### src/hw/rtl/lpg_pkg.sv
// line pixel generator: shared codes, widths and constants
package lpg_pkg;

    // fixed field widths
    localparam int ADDR_WIDTH  = 23;
    localparam int PITCH_WIDTH = 12;

    // pitch after reset
    localparam logic [PITCH_WIDTH-1:0] PITCH_RESET = 12'd800;

    // input beat mode codes
    localparam logic MODE_START = 1'b0;
    localparam logic MODE_STEP  = 1'b1;

    // step direction of one axis
    typedef enum logic [1:0] {
        DIR_NONE = 2'b00,
        DIR_POS  = 2'b01,
        DIR_NEG  = 2'b10
    } dir_t;

endpackage

### src/hw/rtl/lpg_if.sv
// line pixel generator: input and output channel interfaces

interface line_in_if #(
    parameter int COORD_WIDTH = 11,
    parameter int COLOR_WIDTH = 32
);
    logic                   valid;
    logic                   ready;
    logic                   mode;
    logic [COORD_WIDTH-1:0] start_x;
    logic [COORD_WIDTH-1:0] start_y;
    logic [COORD_WIDTH-1:0] end_x;
    logic [COORD_WIDTH-1:0] end_y;
    logic [COLOR_WIDTH-1:0] color;

    modport source (
        output valid, mode, start_x, start_y, end_x, end_y, color,
        input  ready
    );
    modport sink (
        input  valid, mode, start_x, start_y, end_x, end_y, color,
        output ready
    );
endinterface

interface pixel_out_if #(
    parameter int COORD_WIDTH = 11,
    parameter int COLOR_WIDTH = 32
);
    logic                   valid;
    logic                   ready;
    logic [COORD_WIDTH-1:0] pixel_x;
    logic [COORD_WIDTH-1:0] pixel_y;
    logic [22:0]            pixel_address;
    logic [COLOR_WIDTH-1:0] pixel_color;
    logic                   last_pixel;

    modport source (
        output valid, pixel_x, pixel_y, pixel_address, pixel_color, last_pixel,
        input  ready
    );
    modport sink (
        input  valid, pixel_x, pixel_y, pixel_address, pixel_color, last_pixel,
        output ready
    );
endinterface

### src/hw/rtl/lpg_setup.sv
// line pixel generator: per-axis deltas, directions and major distance of a new line
module lpg_setup
    import lpg_pkg::*;
#(
    parameter int COORD_WIDTH = 11
) (
    input  logic [COORD_WIDTH-1:0] start_x,
    input  logic [COORD_WIDTH-1:0] start_y,
    input  logic [COORD_WIDTH-1:0] end_x,
    input  logic [COORD_WIDTH-1:0] end_y,
    output logic [COORD_WIDTH-1:0] delta_x,
    output logic [COORD_WIDTH-1:0] delta_y,
    output dir_t                   dir_x,
    output dir_t                   dir_y,
    output logic [COORD_WIDTH-1:0] distance
);

    always_comb
    begin
        if (end_x > start_x)
        begin
            delta_x = end_x - start_x;
            dir_x   = DIR_POS;
        end
        else if (end_x == start_x)
        begin
            delta_x = '0;
            dir_x   = DIR_NONE;
        end
        else
        begin
            delta_x = start_x - end_x;
            dir_x   = DIR_NEG;
        end

        if (end_y > start_y)
        begin
            delta_y = end_y - start_y;
            dir_y   = DIR_POS;
        end
        else if (end_y == start_y)
        begin
            delta_y = '0;
            dir_y   = DIR_NONE;
        end
        else
        begin
            delta_y = start_y - end_y;
            dir_y   = DIR_NEG;
        end
    end

    // major axis length
    assign distance = (delta_x > delta_y) ? delta_x : delta_y;

endmodule

### src/hw/rtl/lpg_in_reg.sv
// line pixel generator: input register stage
module lpg_in_reg
    import lpg_pkg::*;
#(
    parameter int COORD_WIDTH = 11,
    parameter int COLOR_WIDTH = 32
) (
    input  logic                   clk,
    input  logic                   rst_n,
    line_in_if.sink                line_in,
    output logic                   item_valid,
    input  logic                   item_take,
    output logic                   item_mode,
    output logic [COORD_WIDTH-1:0] item_start_x,
    output logic [COORD_WIDTH-1:0] item_start_y,
    output logic [COORD_WIDTH-1:0] item_end_x,
    output logic [COORD_WIDTH-1:0] item_end_y,
    output logic [COLOR_WIDTH-1:0] item_color
);

    logic                   valid_reg;
    logic                   valid_next;
    logic                   mode_reg;
    logic [COORD_WIDTH-1:0] start_x_reg;
    logic [COORD_WIDTH-1:0] start_y_reg;
    logic [COORD_WIDTH-1:0] end_x_reg;
    logic [COORD_WIDTH-1:0] end_y_reg;
    logic [COLOR_WIDTH-1:0] color_reg;
    logic                   beat_in;

    // take a new beat when empty, or whenever the held one leaves this cycle
    assign line_in.ready = !valid_reg || item_take;
    assign beat_in       = line_in.valid && line_in.ready;

    always_comb
    begin
        if (beat_in)
        begin
            valid_next = 1'b1;
        end
        else if (item_take)
        begin
            valid_next = 1'b0;
        end
        else
        begin
            valid_next = valid_reg;
        end
    end

    always_ff @(posedge clk or negedge rst_n)
    begin
        if (!rst_n)
        begin
            valid_reg <= 1'b0;
        end
        else
        begin
            valid_reg <= valid_next;
        end
    end

    always_ff @(posedge clk)
    begin
        if (beat_in)
        begin
            mode_reg    <= line_in.mode;
            start_x_reg <= line_in.start_x;
            start_y_reg <= line_in.start_y;
            end_x_reg   <= line_in.end_x;
            end_y_reg   <= line_in.end_y;
            color_reg   <= line_in.color;
        end
    end

    assign item_valid   = valid_reg;
    assign item_mode    = mode_reg;
    assign item_start_x = start_x_reg;
    assign item_start_y = start_y_reg;
    assign item_end_x   = end_x_reg;
    assign item_end_y   = end_y_reg;
    assign item_color   = color_reg;

endmodule

### src/hw/rtl/lpg_raster.sv
// line pixel generator: line state, error stepping and pixel result register
module lpg_raster
    import lpg_pkg::*;
#(
    parameter int COORD_WIDTH = 11,
    parameter int COLOR_WIDTH = 32
) (
    input  logic                   clk,
    input  logic                   rst_n,
    input  logic [PITCH_WIDTH-1:0] pitch,
    input  logic                   item_valid,
    output logic                   item_take,
    input  logic                   item_mode,
    input  logic [COORD_WIDTH-1:0] item_start_x,
    input  logic [COORD_WIDTH-1:0] item_start_y,
    input  logic [COORD_WIDTH-1:0] item_end_x,
    input  logic [COORD_WIDTH-1:0] item_end_y,
    input  logic [COLOR_WIDTH-1:0] item_color,
    pixel_out_if.source            pixel_out
);

    localparam int ERR_WIDTH  = COORD_WIDTH + 1;
    localparam int PROD_WIDTH = COORD_WIDTH + PITCH_WIDTH;

    // line state
    logic                   active_reg,   active_next;
    logic [COORD_WIDTH-1:0] cur_x_reg,    cur_x_next;
    logic [COORD_WIDTH-1:0] cur_y_reg,    cur_y_next;
    logic [COORD_WIDTH-1:0] delta_x_reg,  delta_x_next;
    logic [COORD_WIDTH-1:0] delta_y_reg,  delta_y_next;
    dir_t                   dir_x_reg,    dir_x_next;
    dir_t                   dir_y_reg,    dir_y_next;
    logic [COORD_WIDTH-1:0] dist_reg,     dist_next;
    logic [ERR_WIDTH-1:0]   err_x_reg,    err_x_next;
    logic [ERR_WIDTH-1:0]   err_y_reg,    err_y_next;
    logic [ERR_WIDTH-1:0]   left_reg,     left_next;
    logic [COLOR_WIDTH-1:0] color_reg,    color_next;

    // result register
    logic                   out_valid_reg, out_valid_next;
    logic [COORD_WIDTH-1:0] out_x_reg;
    logic [COORD_WIDTH-1:0] out_y_reg;
    logic [ADDR_WIDTH-1:0]  out_addr_reg;
    logic [COLOR_WIDTH-1:0] out_color_reg;
    logic                   out_last_reg;

    // setup results
    logic [COORD_WIDTH-1:0] new_delta_x;
    logic [COORD_WIDTH-1:0] new_delta_y;
    dir_t                   new_dir_x;
    dir_t                   new_dir_y;
    logic [COORD_WIDTH-1:0] new_dist;

    logic                   out_free;
    logic                   is_start;
    logic                   emits;
    logic                   do_start;
    logic                   do_emit;
    logic [ERR_WIDTH-1:0]   sum_x;
    logic [ERR_WIDTH-1:0]   sum_y;
    logic                   move_x;
    logic                   move_y;
    logic [PROD_WIDTH-1:0]  row_offset;
    logic [ADDR_WIDTH-1:0]  addr;
    logic                   is_last;

    lpg_setup #(
        .COORD_WIDTH (COORD_WIDTH)
    ) u_setup (
        .start_x  (item_start_x),
        .start_y  (item_start_y),
        .end_x    (item_end_x),
        .end_y    (item_end_y),
        .delta_x  (new_delta_x),
        .delta_y  (new_delta_y),
        .dir_x    (new_dir_x),
        .dir_y    (new_dir_y),
        .distance (new_dist)
    );

    // only a pixel-producing beat waits for the result register
    assign out_free  = !out_valid_reg || pixel_out.ready;
    assign is_start  = (item_mode == MODE_START);
    assign emits     = !is_start && active_reg;
    assign item_take = item_valid && (!emits || out_free);
    assign do_start  = item_take && is_start;
    assign do_emit   = item_take && emits;

    assign sum_x   = err_x_reg + ERR_WIDTH'(delta_x_reg);
    assign sum_y   = err_y_reg + ERR_WIDTH'(delta_y_reg);
    assign move_x  = sum_x > ERR_WIDTH'(dist_reg);
    assign move_y  = sum_y > ERR_WIDTH'(dist_reg);
    assign is_last = (left_reg == ERR_WIDTH'(1));

    assign row_offset = PROD_WIDTH'(cur_y_reg) * PROD_WIDTH'(pitch);
    assign addr       = ADDR_WIDTH'(row_offset) + ADDR_WIDTH'(cur_x_reg);

    function automatic logic [COORD_WIDTH-1:0] step_coord(
        input logic [COORD_WIDTH-1:0] c,
        input dir_t                   d
    );
        logic [COORD_WIDTH-1:0] r;
        case (d)
            DIR_POS: r = c + COORD_WIDTH'(1);
            DIR_NEG: r = c - COORD_WIDTH'(1);
            default: r = c;
        endcase
        return r;
    endfunction

    always_comb
    begin
        active_next  = active_reg;
        cur_x_next   = cur_x_reg;
        cur_y_next   = cur_y_reg;
        delta_x_next = delta_x_reg;
        delta_y_next = delta_y_reg;
        dir_x_next   = dir_x_reg;
        dir_y_next   = dir_y_reg;
        dist_next    = dist_reg;
        err_x_next   = err_x_reg;
        err_y_next   = err_y_reg;
        left_next    = left_reg;
        color_next   = color_reg;

        if (do_start)
        begin
            active_next  = 1'b1;
            cur_x_next   = item_start_x;
            cur_y_next   = item_start_y;
            delta_x_next = new_delta_x;
            delta_y_next = new_delta_y;
            dir_x_next   = new_dir_x;
            dir_y_next   = new_dir_y;
            dist_next    = new_dist;
            err_x_next   = '0;
            err_y_next   = '0;
            left_next    = ERR_WIDTH'(new_dist) + ERR_WIDTH'(2);
            color_next   = item_color;
        end
        else if (do_emit)
        begin
            if (move_x)
            begin
                err_x_next = sum_x - ERR_WIDTH'(dist_reg);
                cur_x_next = step_coord(cur_x_reg, dir_x_reg);
            end
            else
            begin
                err_x_next = sum_x;
            end
            if (move_y)
            begin
                err_y_next = sum_y - ERR_WIDTH'(dist_reg);
                cur_y_next = step_coord(cur_y_reg, dir_y_reg);
            end
            else
            begin
                err_y_next = sum_y;
            end
            left_next   = left_reg - ERR_WIDTH'(1);
            active_next = !is_last;
        end
    end

    always_comb
    begin
        if (do_emit)
        begin
            out_valid_next = 1'b1;
        end
        else if (pixel_out.ready)
        begin
            out_valid_next = 1'b0;
        end
        else
        begin
            out_valid_next = out_valid_reg;
        end
    end

    always_ff @(posedge clk or negedge rst_n)
    begin
        if (!rst_n)
        begin
            active_reg    <= 1'b0;
            cur_x_reg     <= '0;
            cur_y_reg     <= '0;
            delta_x_reg   <= '0;
            delta_y_reg   <= '0;
            dir_x_reg     <= DIR_NONE;
            dir_y_reg     <= DIR_NONE;
            dist_reg      <= '0;
            err_x_reg     <= '0;
            err_y_reg     <= '0;
            left_reg      <= '0;
            color_reg     <= '0;
            out_valid_reg <= 1'b0;
        end
        else
        begin
            active_reg    <= active_next;
            cur_x_reg     <= cur_x_next;
            cur_y_reg     <= cur_y_next;
            delta_x_reg   <= delta_x_next;
            delta_y_reg   <= delta_y_next;
            dir_x_reg     <= dir_x_next;
            dir_y_reg     <= dir_y_next;
            dist_reg      <= dist_next;
            err_x_reg     <= err_x_next;
            err_y_reg     <= err_y_next;
            left_reg      <= left_next;
            color_reg     <= color_next;
            out_valid_reg <= out_valid_next;
        end
    end

    always_ff @(posedge clk)
    begin
        if (do_emit)
        begin
            out_x_reg     <= cur_x_reg;
            out_y_reg     <= cur_y_reg;
            out_addr_reg  <= addr;
            out_color_reg <= color_reg;
            out_last_reg  <= is_last;
        end
    end

    assign pixel_out.valid         = out_valid_reg;
    assign pixel_out.pixel_x       = out_x_reg;
    assign pixel_out.pixel_y       = out_y_reg;
    assign pixel_out.pixel_address = out_addr_reg;
    assign pixel_out.pixel_color   = out_color_reg;
    assign pixel_out.last_pixel    = out_last_reg;

endmodule

### src/hw/rtl/line_pixel_generator_core.sv
// line pixel generator: top level of the line rasteriser
//
// integer line rasteriser. a start beat (mode 0) latches both endpoints and a
// colour and works out the absolute deltas, the step direction of each axis and
// the major distance; it produces no pixel. every step beat (mode 1) while a
// line is active produces one pixel beat carrying x, y, the framebuffer word
// address x + y * pitch (low 23 bits) and the colour, then advances both error
// accumulators. a line gives distance + 2 pixels, the first one twice, and the
// final pixel carries last_pixel. step beats with no active line are consumed
// silently, and a start beat mid-line drops the old line. rate: one input beat
// per clock while the pixel output is not stalled; a step beat passes the input
// register, then the stepping logic into the result register. the rate is set
// by the error update loop and the one row-times-pitch multiplier ahead of the
// result register. pitch_reg resets to 800 and the user writes it through
// cfg_wr_en / cfg_wr_data only while the block is idle; it is not enforced.
module line_pixel_generator_core
    import lpg_pkg::*;
#(
    parameter int COORD_WIDTH = 11,
    parameter int COLOR_WIDTH = 32
) (
    input  logic                   clk,
    input  logic                   rst_n,
    input  logic                   cfg_wr_en,
    input  logic [PITCH_WIDTH-1:0] cfg_wr_data,
    line_in_if.sink                line_in,
    pixel_out_if.source            pixel_out
);

    // pitch register; the user writes it only while idle, not enforced here
    logic [PITCH_WIDTH-1:0] pitch_reg;
    logic [PITCH_WIDTH-1:0] pitch_next;

    // held input beat between the register stage and the rasteriser
    logic                   item_valid;
    logic                   item_take;
    logic                   item_mode;
    logic [COORD_WIDTH-1:0] item_start_x;
    logic [COORD_WIDTH-1:0] item_start_y;
    logic [COORD_WIDTH-1:0] item_end_x;
    logic [COORD_WIDTH-1:0] item_end_y;
    logic [COLOR_WIDTH-1:0] item_color;

    assign pitch_next = cfg_wr_en ? cfg_wr_data : pitch_reg;

    always_ff @(posedge clk or negedge rst_n)
    begin
        if (!rst_n)
        begin
            pitch_reg <= PITCH_RESET;
        end
        else
        begin
            pitch_reg <= pitch_next;
        end
    end

    // input register: frees itself whenever the rasteriser takes its beat
    lpg_in_reg #(
        .COORD_WIDTH (COORD_WIDTH),
        .COLOR_WIDTH (COLOR_WIDTH)
    ) u_in_reg (
        .clk          (clk),
        .rst_n        (rst_n),
        .line_in      (line_in),
        .item_valid   (item_valid),
        .item_take    (item_take),
        .item_mode    (item_mode),
        .item_start_x (item_start_x),
        .item_start_y (item_start_y),
        .item_end_x   (item_end_x),
        .item_end_y   (item_end_y),
        .item_color   (item_color)
    );

    // line state, stepping and the pixel result register
    lpg_raster #(
        .COORD_WIDTH (COORD_WIDTH),
        .COLOR_WIDTH (COLOR_WIDTH)
    ) u_raster (
        .clk          (clk),
        .rst_n        (rst_n),
        .pitch        (pitch_reg),
        .item_valid   (item_valid),
        .item_take    (item_take),
        .item_mode    (item_mode),
        .item_start_x (item_start_x),
        .item_start_y (item_start_y),
        .item_end_x   (item_end_x),
        .item_end_y   (item_end_y),
        .item_color   (item_color),
        .pixel_out    (pixel_out)
    );

endmodule

### src/flat_wrapper.sv
// flat-port wrapper written by rule: the top's interface ports become plain ports
module line_pixel_generator_core_flat import lpg_pkg::*;
#(
    parameter int COORD_WIDTH = 11,
    parameter int COLOR_WIDTH = 32
)
  (clk, rst_n, cfg_wr_en, cfg_wr_data, line_in_valid, line_in_mode, line_in_start_x, line_in_start_y, line_in_end_x, line_in_end_y, line_in_color, line_in_ready, pixel_out_valid, pixel_out_pixel_x, pixel_out_pixel_y, pixel_out_pixel_address, pixel_out_pixel_color, pixel_out_last_pixel, pixel_out_ready);
  line_in_if #(.COORD_WIDTH(COORD_WIDTH), .COLOR_WIDTH(COLOR_WIDTH)) line_in_i ();
  pixel_out_if #(.COORD_WIDTH(COORD_WIDTH), .COLOR_WIDTH(COLOR_WIDTH)) pixel_out_i ();
  input  logic clk;
  input  logic rst_n;
  input  logic cfg_wr_en;
  input  logic [PITCH_WIDTH-1:0] cfg_wr_data;
  input wire logic [$bits(line_in_i.valid)-1:0] line_in_valid;
  input wire logic [$bits(line_in_i.mode)-1:0] line_in_mode;
  input wire logic [$bits(line_in_i.start_x)-1:0] line_in_start_x;
  input wire logic [$bits(line_in_i.start_y)-1:0] line_in_start_y;
  input wire logic [$bits(line_in_i.end_x)-1:0] line_in_end_x;
  input wire logic [$bits(line_in_i.end_y)-1:0] line_in_end_y;
  input wire logic [$bits(line_in_i.color)-1:0] line_in_color;
  output wire logic [$bits(line_in_i.ready)-1:0] line_in_ready;
  output wire logic [$bits(pixel_out_i.valid)-1:0] pixel_out_valid;
  output wire logic [$bits(pixel_out_i.pixel_x)-1:0] pixel_out_pixel_x;
  output wire logic [$bits(pixel_out_i.pixel_y)-1:0] pixel_out_pixel_y;
  output wire logic [$bits(pixel_out_i.pixel_address)-1:0] pixel_out_pixel_address;
  output wire logic [$bits(pixel_out_i.pixel_color)-1:0] pixel_out_pixel_color;
  output wire logic [$bits(pixel_out_i.last_pixel)-1:0] pixel_out_last_pixel;
  input wire logic [$bits(pixel_out_i.ready)-1:0] pixel_out_ready;
  assign line_in_i.valid = line_in_valid;
  assign line_in_i.mode = line_in_mode;
  assign line_in_i.start_x = line_in_start_x;
  assign line_in_i.start_y = line_in_start_y;
  assign line_in_i.end_x = line_in_end_x;
  assign line_in_i.end_y = line_in_end_y;
  assign line_in_i.color = line_in_color;
  assign line_in_ready = line_in_i.ready;
  assign pixel_out_valid = pixel_out_i.valid;
  assign pixel_out_pixel_x = pixel_out_i.pixel_x;
  assign pixel_out_pixel_y = pixel_out_i.pixel_y;
  assign pixel_out_pixel_address = pixel_out_i.pixel_address;
  assign pixel_out_pixel_color = pixel_out_i.pixel_color;
  assign pixel_out_last_pixel = pixel_out_i.last_pixel;
  assign pixel_out_i.ready = pixel_out_ready;
  line_pixel_generator_core #(.COORD_WIDTH(COORD_WIDTH), .COLOR_WIDTH(COLOR_WIDTH)) u_core (.clk(clk), .rst_n(rst_n), .cfg_wr_en(cfg_wr_en), .cfg_wr_data(cfg_wr_data), .line_in(line_in_i), .pixel_out(pixel_out_i));
endmodule
### config.mk
export PLATFORM = sky130hd
export DESIGN_NAME = line_pixel_generator_core_flat
export DESIGN_NICKNAME = d
export VERILOG_FILES = /design/src/hw/rtl/lpg_pkg.sv /design/src/hw/rtl/lpg_if.sv /design/src/hw/rtl/lpg_setup.sv /design/src/hw/rtl/lpg_in_reg.sv /design/src/hw/rtl/lpg_raster.sv /design/src/hw/rtl/line_pixel_generator_core.sv /design/src/flat_wrapper.sv
export SDC_FILE = /design/constraint.sdc
export NUM_CORES = 1
export LEC_CHECK = 0
export BUFFER_PORTS_ARGS = -buffer_cell sky130_fd_sc_hd__buf_2
export CORE_AREA = 2 2 230 232
export CTS_CLUSTER_DIAMETER = 60
export DETAILED_ROUTE_END_ITERATION = 12
export DIE_AREA = 0 0 232 234
export GPL_ROUTABILITY_DRIVEN = 0
export PLACE_DENSITY = 0.65
export SLEW_MARGIN = 20
export SYNTH_ARGS = -nofsm -noshare
export SYNTH_HDL_FRONTEND = slang
export SYNTH_SLANG_ARGS = --single-unit
### constraint.sdc
create_clock -name clk -period 12.2 [get_ports clk]
set_input_delay 0.61 -clock clk [delete_from_list [all_inputs] [get_ports clk]]
set_output_delay 0.61 -clock clk [all_outputs]
set_load 0.005 [all_outputs]
==> out/metrics.yaml, run 1 <==
synthesis:
  ys_top_cells_by_area: "edfxtp_1 (23%), dfrtp_1 (17%), ha_1 (11%)"
  synth-edff-count: 155
  synthSimpleGateAreaFrac: 0.140
  synthMuxAreaShare: 0.0172
  synth_nets: 2434
  synth_xor_area_frac: 0.0340
  synth_top_cell_area_share: 0.226
  ys.flop_type: "edfxtp_1"
  synth_cell_types: 87
  yosys.area.top_type: "edfxtp_1"
  asyncSetResetFlopFracSynth: 0.478
  yosys_warnings: 0
  synth_top_family_by_area: "adder cells"
  synth-compound-area-share: 0.132
  ys_seq_area_frac: 0.398
  synth.ff_latch_count: 297
  synth_fa_ha_area_frac: 0.216
  postSynthCellCount: 2050
  syn_area_per_cell_um2: 10.1
  syn-cell-area_um2: 20600
clocking:
  worstSkewPairLatency_ps: 560
  postCtsSetupBuffers: 0
  root_buffer: "clkbuf_16"
  clk_pin_slew_worst_paths_ps: 60
  htree_levels: 2
  ctsHoldBuffers: 0
  clock-sinks: 297
  cts.path.max_buffers: 3
  tritoncts: "yes"
  cts_buffers: 38
  cts_resized: 0
floorplan:
  die_w_um: 232
  initial_core_util: 0.396
  die_y_um: 234
  fp.coreArea_um2: 52000
  placementRows: 84
  dieArea_um2: 54300
  io_pins: 174
placed_design:
  hpwl_um: 38000
  io_buffers: 173
critical_path:
  worst-setup-path-type: "reg2reg"
  crit_required_ps: 12510
  end_kind: "flip-flop"
  startpoint_type: "flip-flop"
  worstPathArrival_ps: 6540
  cp_max_fo: 15
drt:
  wl_um: 50900
  routed_via_density: 5.24
  num_vias: 15300
  post-route-drc-count: 0
  first_pass_iters: 8
  drt_iter0_drc: 1043
  wl_per_cell_um: 17.5
  postRouteAntennaNets: 0
cells_and_area:
  drive_gt1_frac: 0.137
  layout_common_cells: "nand2_1 (293), inv_1 (253), ha_1 (180), buf_2 (172), edfxtp_1 (155)"
  areaGrowthSynthToFinish_pct: 13.3
  finish.net_count: 2582
  layout_commonest_cell: "nand2_1"
run_status:
  status: "complete, no violations"
sta:
  setup_violations: 0
  rsz0062_at_grt: "false"
  fmax_ghz: 0.160
  whs_ps: 128
  finalCritPeriodShare: 0.511
  hold_viol_final: 0
  timing.slew.headroom: 0.265
  slew_viol_final: 0
  fin_tns_setup_ps: 0
  clock_skew_ps: 33.3
  period_needed_ps: 6240
  worst_pin_slew_ps: 1100
global_routing:
  grt_pass1_wl_um: 81200
  grt_max_degree: 82
  grt_antenna_before_repair: 3
  grt_pass1_vias: 15600
  track_usage: 0.189
  grt_overflow_total: 0
job:
  maxCapViolCount: 0
min_path:
  hp-class: "in2async"
stage by stage:
stage / cells / worst slack, ps / cell area (um2) / util
floorplan: 2050 / 6360 / 20600 / -
global placement: 2846 / 6030 / 22100 / 0.425
detailed placement: 2846 / 5950 / 22100 / 0.425
CTS: 2915 / 5970 / 23300 / 0.449
global route: 2915 / 5640 / 23300 / 0.449
finish: 2916 / 5960 / 23400 / 0.449
cells by family (layout without fill, tap and decap cells):
kind of cell	Yosys count	count (layout)
adder cells (fa/ha/maj)	290	290
flip-flops	297	297
AO/OA/AOI/OAI	416	416
other	0	1
multiplexers	31	31
AND/OR/NAND/NOR	607	607
buffers and inverters	329	506
XOR/XNOR	80	80
Yosys cell counts (13+ instances only):
master,n
a21o_1,45
a21oi_1,91
a31oi_1,13
and2_1,58
and3_1,19
clkbuf_1,56
dfrtp_1,139
edfxtp_1,155
fa_1,110
ha_1,180
inv_1,254
mux2_2,14
mux2i_1,13
nand2_1,293
nand2b_1,22
nand3_1,37
nand4_1,17
nor2_1,67
nor2b_1,25
nor3_1,31
o211ai_1,18
o21ai_0,117
o21bai_1,13
xnor2_1,47
xor2_1,33
worst max-delay path, cell delays in order (launching register included):
cell and delay [ps]:
dfrtp_1 620, nand2_1 160, fa_1 580, fa_1 450, fa_1 540, inv_1 50, fa_1 470, inv_1 50
fa_1 470, inv_1 40, ha_1 220, or4_1 520, a211oi_1 290, o31ai_1 200, o41ai_2 320, o21ai_1 160
nor4_1 210, nor3_1 130, a21o_1 190, a21o_1 180, xnor2_1 120
area by class of cell:
class,count,area [um2]
Clock inverter,26,239
Fill cell,4957,28700
Timing Repair Buffer,182,940
Antenna cell,1,2.50
Tap cell,688,861
Clock buffer,43,1000
Inverter,255,960
Sequential cell,297,8210
Multi-Input combinational cell,1424,11100
layer usage:
metal  vias to the layer above  global-route usage  wire (um)
li1                       7294                   -          -
met1                      7406               0.243      22200
met2                       463               0.314      23900
met3                       120              0.0345       2930
met4                         4              0.0775       1870
met5                         -                   0         22
worst paths after layout:
| check | slack [ps] | to | cells after the start | start |
|---|---|---|---|---|
| setup / recovery | 5960 | u_core.u_raster.pixel_out.pixel_address[22] | 20 | u_core.u_raster.cur_y_reg[2] |
| hold / removal | 130 | u_core.u_raster.color_reg[30] | 1 | rst_n |
| setup reg to reg | 5960 | u_core.u_raster.pixel_out.pixel_address[22] | 20 | u_core.u_raster.cur_y_reg[2] |
| hold reg to reg | 430 | u_core.u_raster.color_reg[11] | 2 | u_core.u_in_reg.item_color[11] |
| max in group asynchronous | 10700 | u_core.u_raster.dir_y_reg[0] | 2 | rst_n |
| min in group clk | 220 | u_core.u_in_reg.item_start_y[8] | 1 | line_in_start_y[8] |
Power of run 1 is left out: the tool's default activity adds up to more than one toggle a clock period on the data nets, which glitch-free logic cannot reach.
==> inputs of run 2 (changes only) <==
- clock period: 12.2 -> 6.1 ns (I/O delays scaled with it)
==> out/metrics.yaml, run 2 (same netlist as run 1, synthesis figures left out) <==
cells_and_area:
  drive_gt1_frac: 0.146  # was 0.137
  n_antenna_cell: 0  # was 1
  finish.net_count: 2704  # was 2582
  areaGrowthSynthToFinish_pct: 18.9  # was 13.3%
  layout_commonest_cell: "nand2_1"  # unchanged
  layout_common_cells: "nand2_1 (292), inv_1 (253), ha_1 (179), buf_2 (172), edfxtp_1 (155)"  # was nand2_1 (293), inv_1 (253), ha_1 (180), buf_2 (172), edfxtp_1 (155)
  design_area_um2: 24500  # was 23400 um2
  finalCoreUtilization: 0.471  # was 0.449
clocking:
  clock-sinks: 297  # unchanged
  cts_buffers: 38  # unchanged
  clk_pin_slew_worst_paths_ps: 60  # about the same
  cts.path.max_buffers: 3  # unchanged
  tritoncts: "yes"  # unchanged
  htree_levels: 2  # unchanged
  root_buffer: "clkbuf_16"  # unchanged
  worstSkewPairLatency_ps: 570  # was 560 ps
drt:
  post-route-drc-count: 0  # unchanged
  drt_iter0_drc: 1039  # was 1043
  num_vias: 15800  # was 15300
  routed_via_density: 5.19  # was 5.24
  wl_per_cell_um: 17.3  # was 17.5 um
  first_pass_iters: 7  # was 8
  postRouteAntennaNets: 0  # unchanged
  wl_um: 52700  # was 50900 um
critical_path:
  worstPathArrival_ps: 6160  # was 6540 ps
  r2r_cells: 20  # unchanged
  startpoint_type: "flip-flop"  # unchanged
  end_kind: "flip-flop"  # unchanged
  crit_end: "u_core.u_raster.pixel_out.pixel_address[22]"  # unchanged
  worstReg2RegEnd: "u_core.u_raster.pixel_out.pixel_address[22]"  # unchanged
  reg2reg_slack_ps: 260  # was 5960 ps
  crit_start: "u_core.pitch_reg[5]"  # was u_core.u_raster.cur_y_reg[2]
  reg2reg_from: "u_core.pitch_reg[5]"  # was u_core.u_raster.cur_y_reg[2]
  cp_max_fo: 6  # was 15
  worst-setup-path-type: "reg2reg"  # unchanged
  crit_required_ps: 6420  # was 12510 ps
sta:
  timing.slew.headroom: 0.322  # was 0.265
  clock_skew_ps: 28.5  # was 33.3 ps
  worst_pin_slew_ps: 1010  # was 1100 ps
  slew_viol_final: 0  # unchanged
  setup_violations: 0  # unchanged
  hold_viol_final: 0  # unchanged
  finalCritPeriodShare: 0.958  # was 0.511
  period_needed_ps: 5840  # was 6240 ps
  rsz0062_at_grt: "false"  # unchanged
  fmax_ghz: 0.171  # was 0.160 GHz
  fin_tns_setup_ps: 0  # unchanged
global_routing:
  grt_pass1_wl_um: 83600  # was 81200 um
  grt_antenna_before_repair: 0  # was 3
  track_usage: 0.195  # was 0.189
  grt_max_degree: 101  # was 82
  grt_pass1_vias: 16100  # was 15600
  grt_overflow_total: 0  # unchanged
min_path:
  hp-class: "in2reg"  # was in2async
floorplan:
  placementRows: 84  # unchanged
  initial_core_util: 0.396  # unchanged
  die_w_um: 232  # unchanged
  io_pins: 174  # unchanged
  die_y_um: 234  # unchanged
  fp.coreArea_um2: 52000  # unchanged
  dieArea_um2: 54300  # unchanged
job:
  maxCapViolCount: 0  # unchanged
placed_design:
  io_buffers: 173  # unchanged
  hpwl_um: 39000  # was 38000 um
  dpl_cell_area_um2: 22400  # was 22100 um2
run_status:
  status: "complete, no violations"  # unchanged
run 2: cell types whose count changed in the layout (fill, tap and decap cells not counted), moves of 2 or more:
cell | before | now
clkinv_4 | 1 | 5
dfrtp_1 | 139 | 136
clkinv_1 | 4 | 9
clkinvlp_4 | 2 | 4
clkinv_8 | 3 | 1
dfrtp_2 | 0 | 3
dlygate4sd3_1 | 0 | 85
buf_4 | 9 | 46
clkinv_2 | 9 | 2
inv_6 | 4 | 0
clkbuf_1 | 3 | 6
run 2: how the worst min path moves through the flow:
stage	from	end	slack, ps	cells after the start
after floorplan	rst_n	u_core.pitch_reg[0]	9	0
final	cfg_wr_data[1]	u_core.pitch_reg[1]	20	2
after global routing	cfg_wr_data[6]	u_core.pitch_reg[6]	3	2
after CTS	cfg_wr_data[1]	u_core.pitch_reg[1]	3	2
after global placement	u_core.u_in_reg.item_color[20]	u_core.u_raster.color_reg[20]	420	2
after detailed placement	u_core.u_in_reg.item_color[24]	u_core.u_raster.color_reg[24]	420	2
run 2: layout make-up:
class	instances	area, um2
Fill cell	4767	27500
Inverter	255	960
Tap cell	688	861
Sequential cell	297	8220
Multi-Input combinational cell	1424	11200
Clock buffer	44	973
Timing Repair Buffer	304	2070
Clock inverter	25	244
run 2: metal layers:
metal / up-vias / GRT usage / wire length [um]
li1: 7539 / - / -
met5: - / 0 / 0
met3: 120 / 0.0420 / 3280
met4: 0 / 0.0741 / 1790
met2: 519 / 0.323 / 24900
met1: 7590 / 0.249 / 22700
run 2: what timing repair did:
item | CTS | global route
resized for setup | 0 | 13
hold endpoints to repair | 183 | 0
endpoints found under the setup margin | 0 | 1
hold buffers | 85 | 0
buffers inserted | 0 | 5
run 2: critical path, stage by stage, from the launching register on:
cell	delay, ps
dfstp_2	580
nand2_2	70
fa_1	530
fa_1	430
fa_1	490
inv_1	50
fa_1	470
inv_1	50
fa_1	480
inv_1	40
ha_1	180
or4_4	530
a211oi_4	240
o31ai_4	90
o41ai_2	360
o21ai_1	140
nor4_1	260
nor3_1	110
a21o_1	180
a21o_1	180
xnor2_1	120
run 2: stage by stage:
step	instances	hold slack [ps]	worst slack, ps
after floorplan	2050	9.41	257
after global placement	2878	417	168
after detailed placement	2878	423	25.5
after CTS	3032	2.50	20.7
after global routing	3037	3.36	7.39
final	3037	22.3	259
Power of run 2 is left out for the same reason.
